**config.mk**
```make
export PLATFORM = sky130hd
export DESIGN_NAME = radio_reception_collision_tracker_top
export DESIGN_NICKNAME = d
export VERILOG_FILES = /design/src/rtl/rrct_pkg.sv /design/src/rtl/rrct_front.sv /design/src/rtl/rrct_back.sv /design/src/rtl/radio_reception_collision_tracker_top.sv
export SDC_FILE = /design/constraint.sdc
export NUM_CORES = 2
export LEC_CHECK = 0
export ABC_CLOCK_PERIOD_IN_PS = 31000
export BUFFER_PORTS_ARGS = -buffer_cell sky130_fd_sc_hd__buf_2
export CORE_ASPECT_RATIO = 0.9
export CORE_MARGIN = 3
export CORE_UTILIZATION = 55
export CTS_CLUSTER_SIZE = 10
export DETAILED_ROUTE_END_ITERATION = 7
export PLACE_DENSITY_LB_ADDON = 0.15
export SYNTH_ARGS = -nofsm -noshare
export SYNTH_HDL_FRONTEND = slang
export SYNTH_SLANG_ARGS = --single-unit
```
**constraint.sdc**
```tcl
create_clock -name aclk -period 31 [get_ports aclk]
set_input_delay 1.55 -clock aclk [delete_from_list [all_inputs] [get_ports aclk]]
set_output_delay 1.55 -clock aclk [all_outputs]
set_load 0.01 [all_outputs]
```
**src/rtl/rrct_pkg.sv**
```systemverilog
// ----------------------------------------------------------------------------
// rrct_pkg
// Types, codes and the collision test shared by the reception tracker.
// ----------------------------------------------------------------------------
package rrct_pkg;

    localparam int TABLE_DEPTH_DEF = 16;
    localparam int NODE_BITS_DEF   = 8;
    localparam int RESULT_LIMIT    = 16;
    localparam int RES_CNT_W       = $clog2(RESULT_LIMIT + 1);

    // Operation codes
    localparam logic [1:0] OP_RX   = 2'd0;
    localparam logic [1:0] OP_TX   = 2'd1;
    localparam logic [1:0] OP_TIME = 2'd2;

    // Status codes
    localparam logic [2:0] ST_IDLE      = 3'd0;
    localparam logic [2:0] ST_DELIVERED = 3'd1;
    localparam logic [2:0] ST_COLLIDED  = 3'd2;
    localparam logic [2:0] ST_LOST      = 3'd3;
    localparam logic [2:0] ST_HALFDUP   = 3'd4;
    localparam logic [2:0] ST_FULL      = 3'd5;

    // Entry flag bits
    localparam int FL_COLLIDED = 0;
    localparam int FL_LOST     = 1;
    localparam int FL_ABORT    = 2;

    // Configuration register indexes
    localparam logic [2:0] CFG_MARGIN = 3'd0;
    localparam logic [2:0] CFG_GRACE  = 3'd1;
    localparam logic [2:0] CFG_FEC    = 3'd2;
    localparam logic [2:0] CFG_PRE    = 3'd3;

    localparam logic [7:0] MARGIN_RST = 8'd24;

    // One classified event as queued between front and back
    typedef struct packed {
        logic [1:0]        op;
        logic [31:0]       now;
        logic [31:0]       end_ms;
        logic signed [9:0] snr;
        logic [7:0]        sender;
        logic [15:0]       tag;
        logic              lost;
    } cmd_t;

    // Is the victim destroyed by the interferer?
    function automatic logic destroyed(
        input logic [31:0]       vs,
        input logic [31:0]       ve,
        input logic signed [9:0] vsnr,
        input logic [31:0]       i_s,
        input logic [31:0]       ie,
        input logic signed [9:0] isnr,
        input logic [7:0]        margin,
        input logic [15:0]       grace,
        input logic [15:0]       fec,
        input logic [15:0]       pre
    );
        logic [31:0]        os;
        logic [31:0]        oe;
        logic signed [11:0] v12;
        logic signed [11:0] thr;
        logic               res;
        os  = (vs > i_s) ? vs : i_s;
        oe  = (ve < ie) ? ve : ie;
        v12 = {{2{vsnr[9]}}, vsnr};
        thr = {{2{isnr[9]}}, isnr} + $signed({4'b0000, margin});
        res = 1'b1;
        if (ie <= vs || ve <= i_s) begin
            res = 1'b0;
        end else if (v12 >= thr) begin
            res = 1'b0;
        end else if ({1'b0, ie} <= ({1'b0, vs} + {17'd0, grace})) begin
            res = 1'b0;
        end else if (fec != 16'd0 && (oe - os) <= {16'd0, fec} &&
                     {1'b0, os} >= ({1'b0, vs} + {17'd0, pre})) begin
            res = 1'b0;
        end
        return res;
    endfunction

endpackage

```
**src/rtl/rrct_front.sv**
```systemverilog
// ----------------------------------------------------------------------------
// rrct_front
// Accepts input beats, classifies them and holds them in a two-deep queue.
// ----------------------------------------------------------------------------
module rrct_front #(
    parameter int NODE_BITS = rrct_pkg::NODE_BITS_DEF
) (
    input  logic                aclk,
    input  logic                aresetn,
    input  logic                s_tvalid,
    output logic                s_tready,
    input  logic [87:0]         s_tdata,
    input  logic [2:0]          s_tuser,
    output logic                q_valid,
    input  logic                q_pop,
    output rrct_pkg::cmd_t      q_cmd
);
    import rrct_pkg::*;

    localparam int SB = (NODE_BITS < 8) ? NODE_BITS : 8;

    cmd_t        q_mem [2];
    logic        wr_ptr_reg, wr_ptr_next;
    logic        rd_ptr_reg, rd_ptr_next;
    logic [1:0]  cnt_reg, cnt_next;
    logic        push;
    cmd_t        cls;
    logic [32:0] end_sum;
    logic [7:0]  snd;

    // Classify: unpack, mask the sender, saturate the end time
    always_comb begin
        snd         = s_tdata[65:58];
        end_sum     = {1'b0, s_tdata[31:0]} + {17'd0, s_tdata[47:32]};
        cls.op      = s_tuser[1:0];
        cls.now     = s_tdata[31:0];
        cls.end_ms  = end_sum[32] ? 32'hFFFF_FFFF : end_sum[31:0];
        cls.snr     = $signed(s_tdata[57:48]);
        cls.sender  = 8'(snd[SB-1:0]);
        cls.tag     = s_tdata[81:66];
        cls.lost    = s_tuser[2];
    end

    assign s_tready = (cnt_reg != 2'd2);
    assign push     = s_tvalid && s_tready;
    assign q_valid  = (cnt_reg != 2'd0);
    assign q_cmd    = q_mem[rd_ptr_reg];

    // Advance queue pointers
    always_comb begin
        wr_ptr_next = push ? ~wr_ptr_reg : wr_ptr_reg;
        rd_ptr_next = q_pop ? ~rd_ptr_reg : rd_ptr_reg;
        cnt_next    = cnt_reg + {1'b0, push} - {1'b0, q_pop};
    end

    always_ff @(posedge aclk) begin
        if (!aresetn) begin
            wr_ptr_reg <= 1'b0;
            rd_ptr_reg <= 1'b0;
            cnt_reg    <= 2'd0;
        end else begin
            wr_ptr_reg <= wr_ptr_next;
            rd_ptr_reg <= rd_ptr_next;
            cnt_reg    <= cnt_next;
        end
    end

    always_ff @(posedge aclk) begin
        if (push) begin
            q_mem[wr_ptr_reg] <= cls;
        end
    end

endmodule

```
**src/rtl/rrct_back.sv**
```systemverilog
// ----------------------------------------------------------------------------
// rrct_back
// Walks the reception table one entry a cycle per event, pausing while a time check waits on the m_ side.
// ----------------------------------------------------------------------------
module rrct_back #(
    parameter int TABLE_DEPTH = rrct_pkg::TABLE_DEPTH_DEF,
    parameter int NODE_BITS   = rrct_pkg::NODE_BITS_DEF
) (
    input  logic                aclk,
    input  logic                aresetn,
    input  logic                cfg_we,
    input  logic [2:0]          cfg_addr,
    input  logic [15:0]         cfg_wdata,
    input  logic                q_valid,
    output logic                q_pop,
    input  rrct_pkg::cmd_t      q_cmd,
    output logic                m_tvalid,
    input  logic                m_tready,
    output logic [71:0]         m_tdata,
    output logic [2:0]          m_tuser,
    output logic                m_tlast
);
    import rrct_pkg::*;

    localparam int IW = (TABLE_DEPTH > 1) ? $clog2(TABLE_DEPTH) : 1;
    localparam int SB = (NODE_BITS < 8) ? NODE_BITS : 8;
    localparam logic [IW-1:0] LAST_IDX = IW'(TABLE_DEPTH - 1);

    localparam logic [1:0] S_IDLE  = 2'd0;
    localparam logic [1:0] S_SCAN  = 2'd1;
    localparam logic [1:0] S_FLUSH = 2'd2;

    // Configuration
    logic [7:0]  margin_reg;
    logic [15:0] grace_reg, fec_reg, pre_reg;

    // Table
    logic [TABLE_DEPTH-1:0] valid_reg, valid_next;
    logic [31:0]       start_mem  [TABLE_DEPTH];
    logic [31:0]       end_mem    [TABLE_DEPTH];
    logic signed [9:0] snr_mem    [TABLE_DEPTH];
    logic [SB-1:0]     sender_mem [TABLE_DEPTH];
    logic [15:0]       tag_mem    [TABLE_DEPTH];
    logic [2:0]        flags_mem  [TABLE_DEPTH];

    // Sequencer
    logic [1:0]           state_reg, state_next;
    cmd_t                 cmd_reg, cmd_next;
    logic [IW-1:0]        idx_reg, idx_next;
    logic [IW-1:0]        slot_reg, slot_next;
    logic [31:0]          busy_reg, busy_next;
    logic [RES_CNT_W-1:0] n_reg, n_next;
    logic [2:0]           nflags_reg, nflags_next;

    // Pending result
    logic              held_reg, held_next;
    logic [2:0]        rs_status_reg, rs_status_next;
    logic [7:0]        rs_sender_reg, rs_sender_next;
    logic [15:0]       rs_tag_reg, rs_tag_next;
    logic signed [9:0] rs_snr_reg, rs_snr_next;
    logic [31:0]       rs_start_reg, rs_start_next;

    // Output register
    logic              mv_reg, mv_next;
    logic [2:0]        mo_status_reg;
    logic [7:0]        mo_sender_reg;
    logic [15:0]       mo_tag_reg;
    logic signed [9:0] mo_snr_reg;
    logic [31:0]       mo_start_reg;
    logic              mo_last_reg;

    logic              out_load, out_last, out_free;
    logic              out_zero;
    logic              flag_we, clr_valid, wr_slot;
    logic [2:0]        flag_set;
    logic [IW-1:0]     free_idx;
    logic              any_free;
    logic              e_valid, expired, is_last, kill_new, kill_old;
    logic [31:0]       e_start, e_end;
    logic signed [9:0] e_snr;
    logic [2:0]        e_flags;
    logic [2:0]        e_status;

    // Find the lowest free entry
    always_comb begin
        free_idx = '0;
        for (int i = TABLE_DEPTH - 1; i >= 0; i--) begin
            if (!valid_reg[i]) begin
                free_idx = IW'(i);
            end
        end
        any_free = ~&valid_reg;
    end

    // Read the entry under the scan pointer
    always_comb begin
        e_valid  = valid_reg[idx_reg];
        e_start  = start_mem[idx_reg];
        e_end    = end_mem[idx_reg];
        e_snr    = snr_mem[idx_reg];
        e_flags  = flags_mem[idx_reg];
        expired  = e_valid && (e_end <= cmd_reg.now);
        is_last  = (idx_reg == LAST_IDX);
        kill_new = destroyed(cmd_reg.now, cmd_reg.end_ms, cmd_reg.snr, e_start, e_end,
                             e_snr, margin_reg, grace_reg, fec_reg, pre_reg);
        kill_old = destroyed(e_start, e_end, e_snr, cmd_reg.now, cmd_reg.end_ms,
                             cmd_reg.snr, margin_reg, grace_reg, fec_reg, pre_reg);
        if (e_flags[FL_ABORT]) begin
            e_status = ST_HALFDUP;
        end else if (e_flags[FL_LOST]) begin
            e_status = ST_LOST;
        end else if (e_flags[FL_COLLIDED]) begin
            e_status = ST_COLLIDED;
        end else begin
            e_status = ST_DELIVERED;
        end
    end

    assign out_free = !mv_reg || m_tready;

    // Sequence one event over the table
    always_comb begin
        state_next     = state_reg;
        cmd_next       = cmd_reg;
        idx_next       = idx_reg;
        slot_next      = slot_reg;
        busy_next      = busy_reg;
        n_next         = n_reg;
        nflags_next    = nflags_reg;
        held_next      = held_reg;
        rs_status_next = rs_status_reg;
        rs_sender_next = rs_sender_reg;
        rs_tag_next    = rs_tag_reg;
        rs_snr_next    = rs_snr_reg;
        rs_start_next  = rs_start_reg;
        q_pop          = 1'b0;
        out_load       = 1'b0;
        out_last       = 1'b0;
        out_zero       = 1'b0;
        flag_we        = 1'b0;
        flag_set       = 3'b000;
        clr_valid      = 1'b0;
        wr_slot        = 1'b0;
        case (state_reg)
            S_IDLE: begin
                if (q_valid) begin
                    q_pop          = 1'b1;
                    cmd_next       = q_cmd;
                    idx_next       = '0;
                    n_next         = '0;
                    held_next      = 1'b0;
                    nflags_next    = {1'b0, q_cmd.lost, 1'b0};
                    rs_sender_next = q_cmd.sender;
                    rs_tag_next    = q_cmd.tag;
                    rs_snr_next    = q_cmd.snr;
                    rs_start_next  = q_cmd.now;
                    case (q_cmd.op)
                        OP_RX: begin
                            if (busy_reg > q_cmd.now) begin
                                held_next      = 1'b1;
                                rs_status_next = ST_HALFDUP;
                                state_next     = S_FLUSH;
                            end else if (!any_free) begin
                                held_next      = 1'b1;
                                rs_status_next = ST_FULL;
                                state_next     = S_FLUSH;
                            end else begin
                                slot_next  = free_idx;
                                state_next = S_SCAN;
                            end
                        end
                        OP_TX: begin
                            if (q_cmd.end_ms > busy_reg) begin
                                busy_next = q_cmd.end_ms;
                            end
                            state_next = S_SCAN;
                        end
                        OP_TIME: begin
                            state_next = S_SCAN;
                        end
                        default: begin
                            state_next = S_FLUSH;
                        end
                    endcase
                end
            end
            S_SCAN: begin
                case (cmd_reg.op)
                    OP_RX: begin
                        if (e_valid && kill_old) begin
                            flag_we  = 1'b1;
                            flag_set = 3'b001 << FL_COLLIDED;
                        end
                        if (e_valid && kill_new) begin
                            nflags_next[FL_COLLIDED] = 1'b1;
                        end
                        idx_next = idx_reg + 1'b1;
                        if (is_last) begin
                            wr_slot        = 1'b1;
                            held_next      = 1'b1;
                            rs_status_next = ST_IDLE;
                            state_next     = S_FLUSH;
                        end
                    end
                    OP_TX: begin
                        if (e_valid && e_end > cmd_reg.now) begin
                            flag_we  = 1'b1;
                            flag_set = 3'b001 << FL_ABORT;
                        end
                        idx_next = idx_reg + 1'b1;
                        if (is_last) begin
                            state_next = S_FLUSH;
                        end
                    end
                    default: begin
                        // Retire expired entries, one result held back for tlast
                        if (!(expired && held_reg && !out_free)) begin
                            if (expired) begin
                                out_load       = held_reg;
                                held_next      = 1'b1;
                                rs_status_next = e_status;
                                rs_sender_next = 8'(sender_mem[idx_reg]);
                                rs_tag_next    = tag_mem[idx_reg];
                                rs_snr_next    = e_snr;
                                rs_start_next  = e_start;
                                clr_valid      = 1'b1;
                                n_next         = n_reg + 1'b1;
                            end
                            idx_next = idx_reg + 1'b1;
                            if (is_last || (expired &&
                                (n_reg + 1'b1) == RES_CNT_W'(RESULT_LIMIT))) begin
                                state_next = S_FLUSH;
                            end
                        end
                    end
                endcase
            end
            S_FLUSH: begin
                if (out_free) begin
                    out_load   = 1'b1;
                    out_last   = 1'b1;
                    out_zero   = !held_reg;
                    held_next  = 1'b0;
                    state_next = S_IDLE;
                end
            end
            default: begin
                state_next = S_IDLE;
            end
        endcase
    end

    // Valid bits
    always_comb begin
        valid_next = valid_reg;
        if (clr_valid) begin
            valid_next[idx_reg] = 1'b0;
        end
        if (wr_slot) begin
            valid_next[slot_reg] = 1'b1;
        end
        mv_next = out_load ? 1'b1 : (m_tready ? 1'b0 : mv_reg);
    end

    always_ff @(posedge aclk) begin
        if (!aresetn) begin
            state_reg  <= S_IDLE;
            valid_reg  <= '0;
            busy_reg   <= '0;
            held_reg   <= 1'b0;
            mv_reg     <= 1'b0;
            margin_reg <= MARGIN_RST;
            grace_reg  <= '0;
            fec_reg    <= '0;
            pre_reg    <= '0;
        end else begin
            state_reg <= state_next;
            valid_reg <= valid_next;
            busy_reg  <= busy_next;
            held_reg  <= held_next;
            mv_reg    <= mv_next;
            if (cfg_we) begin
                case (cfg_addr)
                    CFG_MARGIN: margin_reg <= cfg_wdata[7:0];
                    CFG_GRACE:  grace_reg  <= cfg_wdata;
                    CFG_FEC:    fec_reg    <= cfg_wdata;
                    CFG_PRE:    pre_reg    <= cfg_wdata;
                    default:    ;
                endcase
            end
        end
    end

    // Payload registers and table contents
    always_ff @(posedge aclk) begin
        cmd_reg       <= cmd_next;
        idx_reg       <= idx_next;
        slot_reg      <= slot_next;
        n_reg         <= n_next;
        nflags_reg    <= nflags_next;
        rs_status_reg <= rs_status_next;
        rs_sender_reg <= rs_sender_next;
        rs_tag_reg    <= rs_tag_next;
        rs_snr_reg    <= rs_snr_next;
        rs_start_reg  <= rs_start_next;
        if (flag_we) begin
            flags_mem[idx_reg] <= e_flags | flag_set;
        end
        if (wr_slot) begin
            start_mem[slot_reg]  <= cmd_reg.now;
            end_mem[slot_reg]    <= cmd_reg.end_ms;
            snr_mem[slot_reg]    <= cmd_reg.snr;
            sender_mem[slot_reg] <= cmd_reg.sender[SB-1:0];
            tag_mem[slot_reg]    <= cmd_reg.tag;
            // Include the verdict against the final entry of the walk
            flags_mem[slot_reg]  <= nflags_next;
        end
        if (out_load) begin
            mo_status_reg <= out_zero ? ST_IDLE : rs_status_reg;
            mo_sender_reg <= out_zero ? 8'd0 : rs_sender_reg;
            mo_tag_reg    <= out_zero ? 16'd0 : rs_tag_reg;
            mo_snr_reg    <= out_zero ? 10'sd0 : rs_snr_reg;
            mo_start_reg  <= out_zero ? 32'd0 : rs_start_reg;
            mo_last_reg   <= out_last;
        end
    end

    assign m_tvalid = mv_reg;
    assign m_tuser  = mo_status_reg;
    assign m_tlast  = mo_last_reg;
    assign m_tdata  = {6'd0, mo_start_reg, mo_snr_reg, mo_tag_reg, mo_sender_reg};

endmodule

```
**src/rtl/radio_reception_collision_tracker_top.sv**
```systemverilog
// ----------------------------------------------------------------------------
// radio_reception_collision_tracker_top
// Reception table of one receiver with capture, grace and FEC collision rules.
// ----------------------------------------------------------------------------
// An event is a beat on the s_ side: a new reception, an own transmission or
// a time check. A front stage queues up to two classified events while the
// back engine walks the table one entry a cycle, pausing while a time check
// waits on the m_ side; a reception dropped for half-duplex or a full table
// skips the walk. A time check yields one beat per retired entry in index
// order (at most 16), the final one with tlast, or a single zeroed beat if
// none retire; every other event yields a single beat with tlast.
module radio_reception_collision_tracker_top #(
    parameter int TABLE_DEPTH = rrct_pkg::TABLE_DEPTH_DEF,
    parameter int NODE_BITS   = rrct_pkg::NODE_BITS_DEF
) (
    input  logic        aclk,
    input  logic        aresetn,
    input  logic        cfg_we,
    input  logic [2:0]  cfg_addr,
    input  logic [15:0] cfg_wdata,
    input  logic        s_tvalid,
    output logic        s_tready,
    // now_ms, duration, rx_snr, sender_id, packet_tag (low bit up)
    input  logic [87:0] s_tdata,
    // operation, link_lost (low bit up)
    input  logic [2:0]  s_tuser,
    output logic        m_tvalid,
    input  logic        m_tready,
    // out_sender, out_tag, out_snr, out_start_ms (low bit up)
    output logic [71:0] m_tdata,
    // status
    output logic [2:0]  m_tuser,
    output logic        m_tlast
);
    import rrct_pkg::*;

    logic q_valid;
    logic q_pop;
    cmd_t q_cmd;

    rrct_front #(
        .NODE_BITS(NODE_BITS)
    ) u_front (
        .aclk(aclk),
        .aresetn(aresetn),
        .s_tvalid(s_tvalid),
        .s_tready(s_tready),
        .s_tdata(s_tdata),
        .s_tuser(s_tuser),
        .q_valid(q_valid),
        .q_pop(q_pop),
        .q_cmd(q_cmd)
    );

    rrct_back #(
        .TABLE_DEPTH(TABLE_DEPTH),
        .NODE_BITS(NODE_BITS)
    ) u_back (
        .aclk(aclk),
        .aresetn(aresetn),
        .cfg_we(cfg_we),
        .cfg_addr(cfg_addr),
        .cfg_wdata(cfg_wdata),
        .q_valid(q_valid),
        .q_pop(q_pop),
        .q_cmd(q_cmd),
        .m_tvalid(m_tvalid),
        .m_tready(m_tready),
        .m_tdata(m_tdata),
        .m_tuser(m_tuser),
        .m_tlast(m_tlast)
    );

endmodule

```
Yosys cells after proc, flatten, opt, wreduce, memory -nomap -nowiden. Memory sizes are Yosys's and may differ from the RTL's. A register that Yosys moved wholly into a read port is not among the register bits. Cells that the tools add are included.

Output and inout bits: 78. Memories: 7. Bits in registers: 367. Bits in writable memories: 1818.

Bitwise gates (word level): 8. Add/subtract/negate cells: 13. Muxes and demuxes: 142. Magnitude comparators: 21. Equality and inequality tests: 25. Reduce and logical (&&, ||, !) cells: 47.

Memory list: u_back.end_mem (words 16, width 32, read ports 1, clocked after memory_dff 1, wr ports 1, line rrct_back.sv:40) `logic [31:0] end_mem [TABLE_DEPTH];`; u_back.start_mem (words 16, width 32, read ports 1, clocked after memory_dff 1, wr ports 1, line rrct_back.sv:39) `logic [31:0] start_mem [TABLE_DEPTH];`; u_back.tag_mem (words 16, width 16, read ports 1, clocked after memory_dff 1, wr ports 1, line rrct_back.sv:43) `logic [15:0] tag_mem [TABLE_DEPTH];`; u_front.q_mem (words 2, width 101, read ports 1, clocked after memory_dff 1, wr ports 1, line rrct_front.sv:22) `cmd_t q_mem [2];`; u_back.snr_mem (words 16, width 10, read ports 1, clocked after memory_dff 1, wr ports 1, line rrct_back.sv:41) `logic signed [9:0] snr_mem [TABLE_DEPTH];`; u_back.sender_mem (words 16, width 8, read ports 1, clocked after memory_dff 1, wr ports 1, line rrct_back.sv:42) `logic [SB-1:0] sender_mem [TABLE_DEPTH];`; 1 more memories.

Operators by type and width (number): 32-bit 2-to-1 mux (9); 32-bit by 16-bit adder with 33-bit output (5); 32-bit greater-than comparator (5); 16-bit 2-to-1 mux (6); 4-bit 2-to-1 mux (17); 32-bit by 33-bit >= comparator with 1-bit output (2); 32-bit by 33-bit <= comparator with 1-bit output (2); 32-bit by 16-bit <= comparator with 1-bit output (2); 32-bit <= comparator (2); 32-bit less-than comparator (2); 32-bit one-hot mux with 2 select lines (1); 32-bit subtractor (2); 1-bit 2-to-1 mux (51); 3-bit 2-to-1 mux (16); 10-bit 2-to-1 mux (4); 8-bit 2-to-1 mux (4); 16-bit one-hot mux with 2 select lines (1); 2-bit 2-to-1 mux (12); 10-bit by 9-bit adder with 11-bit output (2); 10-bit by 11-bit >= comparator with 1-bit output (2); 5-bit 2-to-1 mux (4); 10-bit one-hot mux with 2 select lines (1); 3-bit one-hot mux with 2 select lines (3); 16-bit AND (1); 46 further kinds (100).

Longest topological paths before layout.
Word-level depth: 16. Depth in mapped cells: 51. Depth with buffers taken out: 38.

Modules after synthesis. Synthesis repeated with hierarchy kept, for this count alone.

Cells, all modules: 6541. Area total of the unflattened synthesis: 102134.2 um^2.

By module, submodules not included: rrct_back (area each 93251.9 um^2, times used 1, cells each 5994, seq. area each 58396.0 um^2); rrct_front (area each 8882.3 um^2, times used 1, cells each 547, seq. area each 6165.9 um^2).

Least setup slack after synthesis. Ideal clock, no wire load.

Path type: register -> register. From: reg with a tool-made name. To: reg u_back.mo_last_reg (netlist: u_back.m_tlast), enable pin. Period minus slack after synthesis: 11.889 ns. Data required time: 30.399 ns. Setup slack: 19.111 ns. Library setup time: 0.601 ns. Data arrival time: 11.288 ns. Cell stages (with the launch flop): 29. Path through: dfxtp_1 -> buf_6 -> buf_12 -> buf_12 -> buf_8 -> buf_12 -> buf_2 -> buf_1 -> buf_2 -> clkbuf_1 -> buf_1 -> mux4_2 -> mux4_2 -> inv_1 -> ha_1 -> nor2b_1 -> o21a_1 -> o21a_1 -> o21a_1 -> o21a_1 -> o21a_1 -> o21a_1 -> o21ai_0 -> a21boi_0 -> o21ai_0 -> and3_1 -> and2_1 -> a21oi_1 -> nor3b_1.

RTL lines: to (signal assigned) (line rrct_back.sv:324) `mo_last_reg <= out_last;`; to (decl) (line rrct_back.sv:70) `logic mo_last_reg;`.

==> run_results.csv <==
group,metric,value,unit
yosys,ys.flop_type,"edfxtp_1",
global_routing,grt_pass1_vias,59144,
die,pin_count,193,
placed_design,place_congestion,0.9553,
placed_design,place_inst,8977,
sta,holdWs,0.4977,ns
sta,worstMarginPinSlew,1.332,ns
placed_design,port_buffers,180,
final_layout,layoutNonFillerInstCount,9359,
setup_path,cp_max_fo,61,
yosys,synth-async-reset-ratio,0,%
clocking,clock-root-buffer,"clkbuf_16",
die,num_rows,149,
clocking,clock_latency,0.90,ns
global_routing,antenna_found_initial,23,
setup_path,max_stage_delay,1.10,ns
drt,vias_per_cell,6.377,
final_layout,fillCellCount,13477,
final_layout,drive_above_1_share,17.49,%
yosys,synth.top_cells.by_area,"edfxtp_1 (61%), mux4_2 (11%), ha_1 (6.7%)",
setup_path,start_kind,"flip-flop",
setup_path,reg2reg_to,"u_back.flags_mem[2][0]$_DFFE_PP_",
setup_path,r2r_slack,16.49,ns
sta,period_share,46.82,%
clocking,cts_buffers,241,
die,coreArea,183400,um2
die,fp.dieH,413.7,um
yosys,synthCells,6484,
sta,rsz0062_at_grt,"no",
final_layout,syn_to_final_growth,10.89,%
job,drv_cap,0,
setup_path,path_common_cell,"a21o_1",
sta,tns,0,ns
setup_path,ff2ff_path_depth,40,
global_routing,grt_pass1_wl,403500,um
sta,slew_violations,0,
clocking,cts-resized-gates,0,
global_routing,grt_max_degree,106,
drt,drt_iter0_drc,6602,
clocking,cts_sinks,2190,
drt,routed_wirelength,279100,um
sta,setup_violations,0,
sta,timing.fmax,68.91,MHz
drt,postRouteAntennaNets,0,
min_path,min-delay-start,"u_back.pre_reg[15]$_SDFFE_PN0P_",
die,start_util,55.38,%
global_routing,grt_remaining_overflow,0,
drt,drc_errors,0,
clocking,ctsHoldBuffers,0,
yosys,ys_types,92,
yosys,yosysWarningCount,0,
yosys,ys_ff_latch,2190,
setup_path,crit_type,"flip-flop to flip-flop",
yosys,synth_edf_count,2070,
final_layout,fin_nets,7470,
min_path,whs_path_depth,2,
min_path,hold-path-endpoint,"u_back.pre_reg[15]$_SDFFE_PN0P_",
outcome,status,"finished clean",
setup_path,path_delay_family,"compound AO/OA/AOI/OAI gates",
final_layout,largestRegisters,"u_back.end_mem: 512 flops, u_back.start_mem: 512 flops, u_back.tag_mem: 256 flops",
sta,min_period,14.51,ns
die,die_w,459.0,um
setup_path,cp-end-kind,"flip-flop",
yosys,synth_top_area_share,61.19,%
sta,fin_skew,0.08564,ns
drt,dr.pass1.iters,6,
yosys,avgSynthCellArea,15.67,um2
sta,relSlewSlack,10.46,%
sta,finalHoldViolCount,0,
clocking,cts_tree,"yes",
clocking,cts_max_level,4,
yosys,syn_area,101600,um2
clocking,clockBufferDepth,3,
clocking,clkTransAtPathRegs,0.06,ns
drt,wl_per_cell,29.82,um
setup_path,critPathArrivalTime,15.13,ns
setup_path,cp.required,31.62,ns
drt,num_vias,59682,
setup_path,crit_buf_inv,5,
die,die_area,189900,um2
setup_path,slowest_stage,"o31ai_1",
clocking,post_cts_buffers,0,
placed_design,hpwl,178800,um
yosys,synth_seq_area_share,63.55,%
min_path,hold_path_class,"flip-flop to flip-flop",
yosys,synth_top_cell_by_area,"edfxtp_1",
global_routing,grtUsageTotal,29.50,%
-- worst register-to-register path, delay by kind of cell, from the launching register on --
family	cells	cell delay (ns)
DFF	1	0.85
muxes	2	1.19
AOI/OAI and AO/OA	20	5.49
xor gates and xnor gates	1	0.15
adders and majority gates	4	1.42
buffers and inverters	5	3.11
and+or+nand+nor	8	2.06
-- area by class of cell --
class	count	area (um2)	area share, %
Clock buffer	345	6461	5.735
Inverter	330	1246	1.106
Multi-Input combinational cell	3726	34910	30.99
Clock inverter	22	421.7	0.3743
Sequential cell	2190	64580	57.33
Timing Repair Buffer	315	1977	1.755
Tap cell	2416	3023	2.683
Antenna cell	15	37.54	0.03332
-- metrics by stage --
stage / util (%) / setup WS, ns / instance area, um2
final: 61.41 / 16.49 / 112700
after floorplan: - / 19.11 / 101600
after global routing: 61.40 / 15.99 / 112600
after detailed placement: 57.64 / 16.75 / 105700
after CTS: 61.39 / 16.69 / 112600
after global placement: 57.64 / 16.84 / 105700
-- how the worst max path moves through the flow --
| stage | from | end | cells after the start |
|---|---|---|---|
| 6_report | flip-flop | u_back.flags_mem[2][0]$_DFFE_PP_ | 40 |
| 3_3_place_gp | flip-flop | u_back.flags_mem[0][1]$_DFFE_PP_ | 40 |
| 5_1_grt | flip-flop | u_back.flags_mem[0][0]$_DFFE_PP_ | 40 |
| 3_5_place_dp | flip-flop | u_back.flags_mem[0][1]$_DFFE_PP_ | 40 |
| 2_1_floorplan | flip-flop | u_back.m_tlast$_SDFFCE_PN0P_ | 28 |
| 4_1_cts | flip-flop | u_back.flags_mem[0][0]$_DFFE_PP_ | 40 |
-- metal layers --
metal	vias up	wire, um	GRT usage, %
li1	25878	-	-
met2	2765	127100	44.98
met3	427	25170	5.428
met4	12	9508	9.619
met1	30600	117200	43.35
met5	-	80	0
-- logic make-up (layout without fill, tap and decap cells) --
family | Yosys count | after routing | share of synthesized area [%]
xor gates and xnor gates | 202 | 202 | 1.749
other | 1 | 21 | 0.003691
AOI/OAI and AO/OA | 1001 | 1001 | 6.345
buffers and inverters | 573 | 1012 | 2.281
DFF | 2190 | 2190 | 63.55
adders and majority gates | 552 | 552 | 6.863
muxes | 702 | 702 | 13.29
and+or+nand+nor | 1263 | 1263 | 5.913
-- synth_stat cells (36+ instances only) --
library cell  number
mux2_2            79
o21bai_1          36
and2_1            90
mux2i_1          118
a21oi_1          264
nand4_1           93
xnor2_1          142
xor2_1            59
nor2_1           348
nand3_1           70
a21o_1           144
o21ai_0          226
clkbuf_1         142
mux4_2           489
nand2b_1          51
edfxtp_1        2070
nor2b_1           74
a21boi_0          70
dfxtp_1          120
nand2_1          388
inv_1            322
o21a_1            87
buf_1             51
ha_1             542
nor3_1            38
-- cells in the final DEF, fill, tap and decap left out, drive strengths merged, types with 10 or more instances in the layout --
master / n
a21boi: 70
a21o: 144
a21oi: 264
a31oi: 24
a41o: 13
and2: 91
and3: 23
buf: 315
clkbuf: 345
clkinv: 18
dfxtp: 120
diode: 15
edfxtp: 2070
ha: 542
inv: 331
mux2: 79
mux2i: 118
mux4: 505
nand2: 388
nand2b: 51
nand3: 70
nand4: 93
nor2: 348
nor2b: 74
nor3: 38
nor4: 26
o211ai: 14
o21a: 87
o21ai: 234
o21bai: 36
o31ai: 10
or2: 11
or3: 20
xnor2: 143
xor2: 59
Power is not shown: default switching activity piles up to over one toggle a cycle in this logic, so the estimate is an artifact.
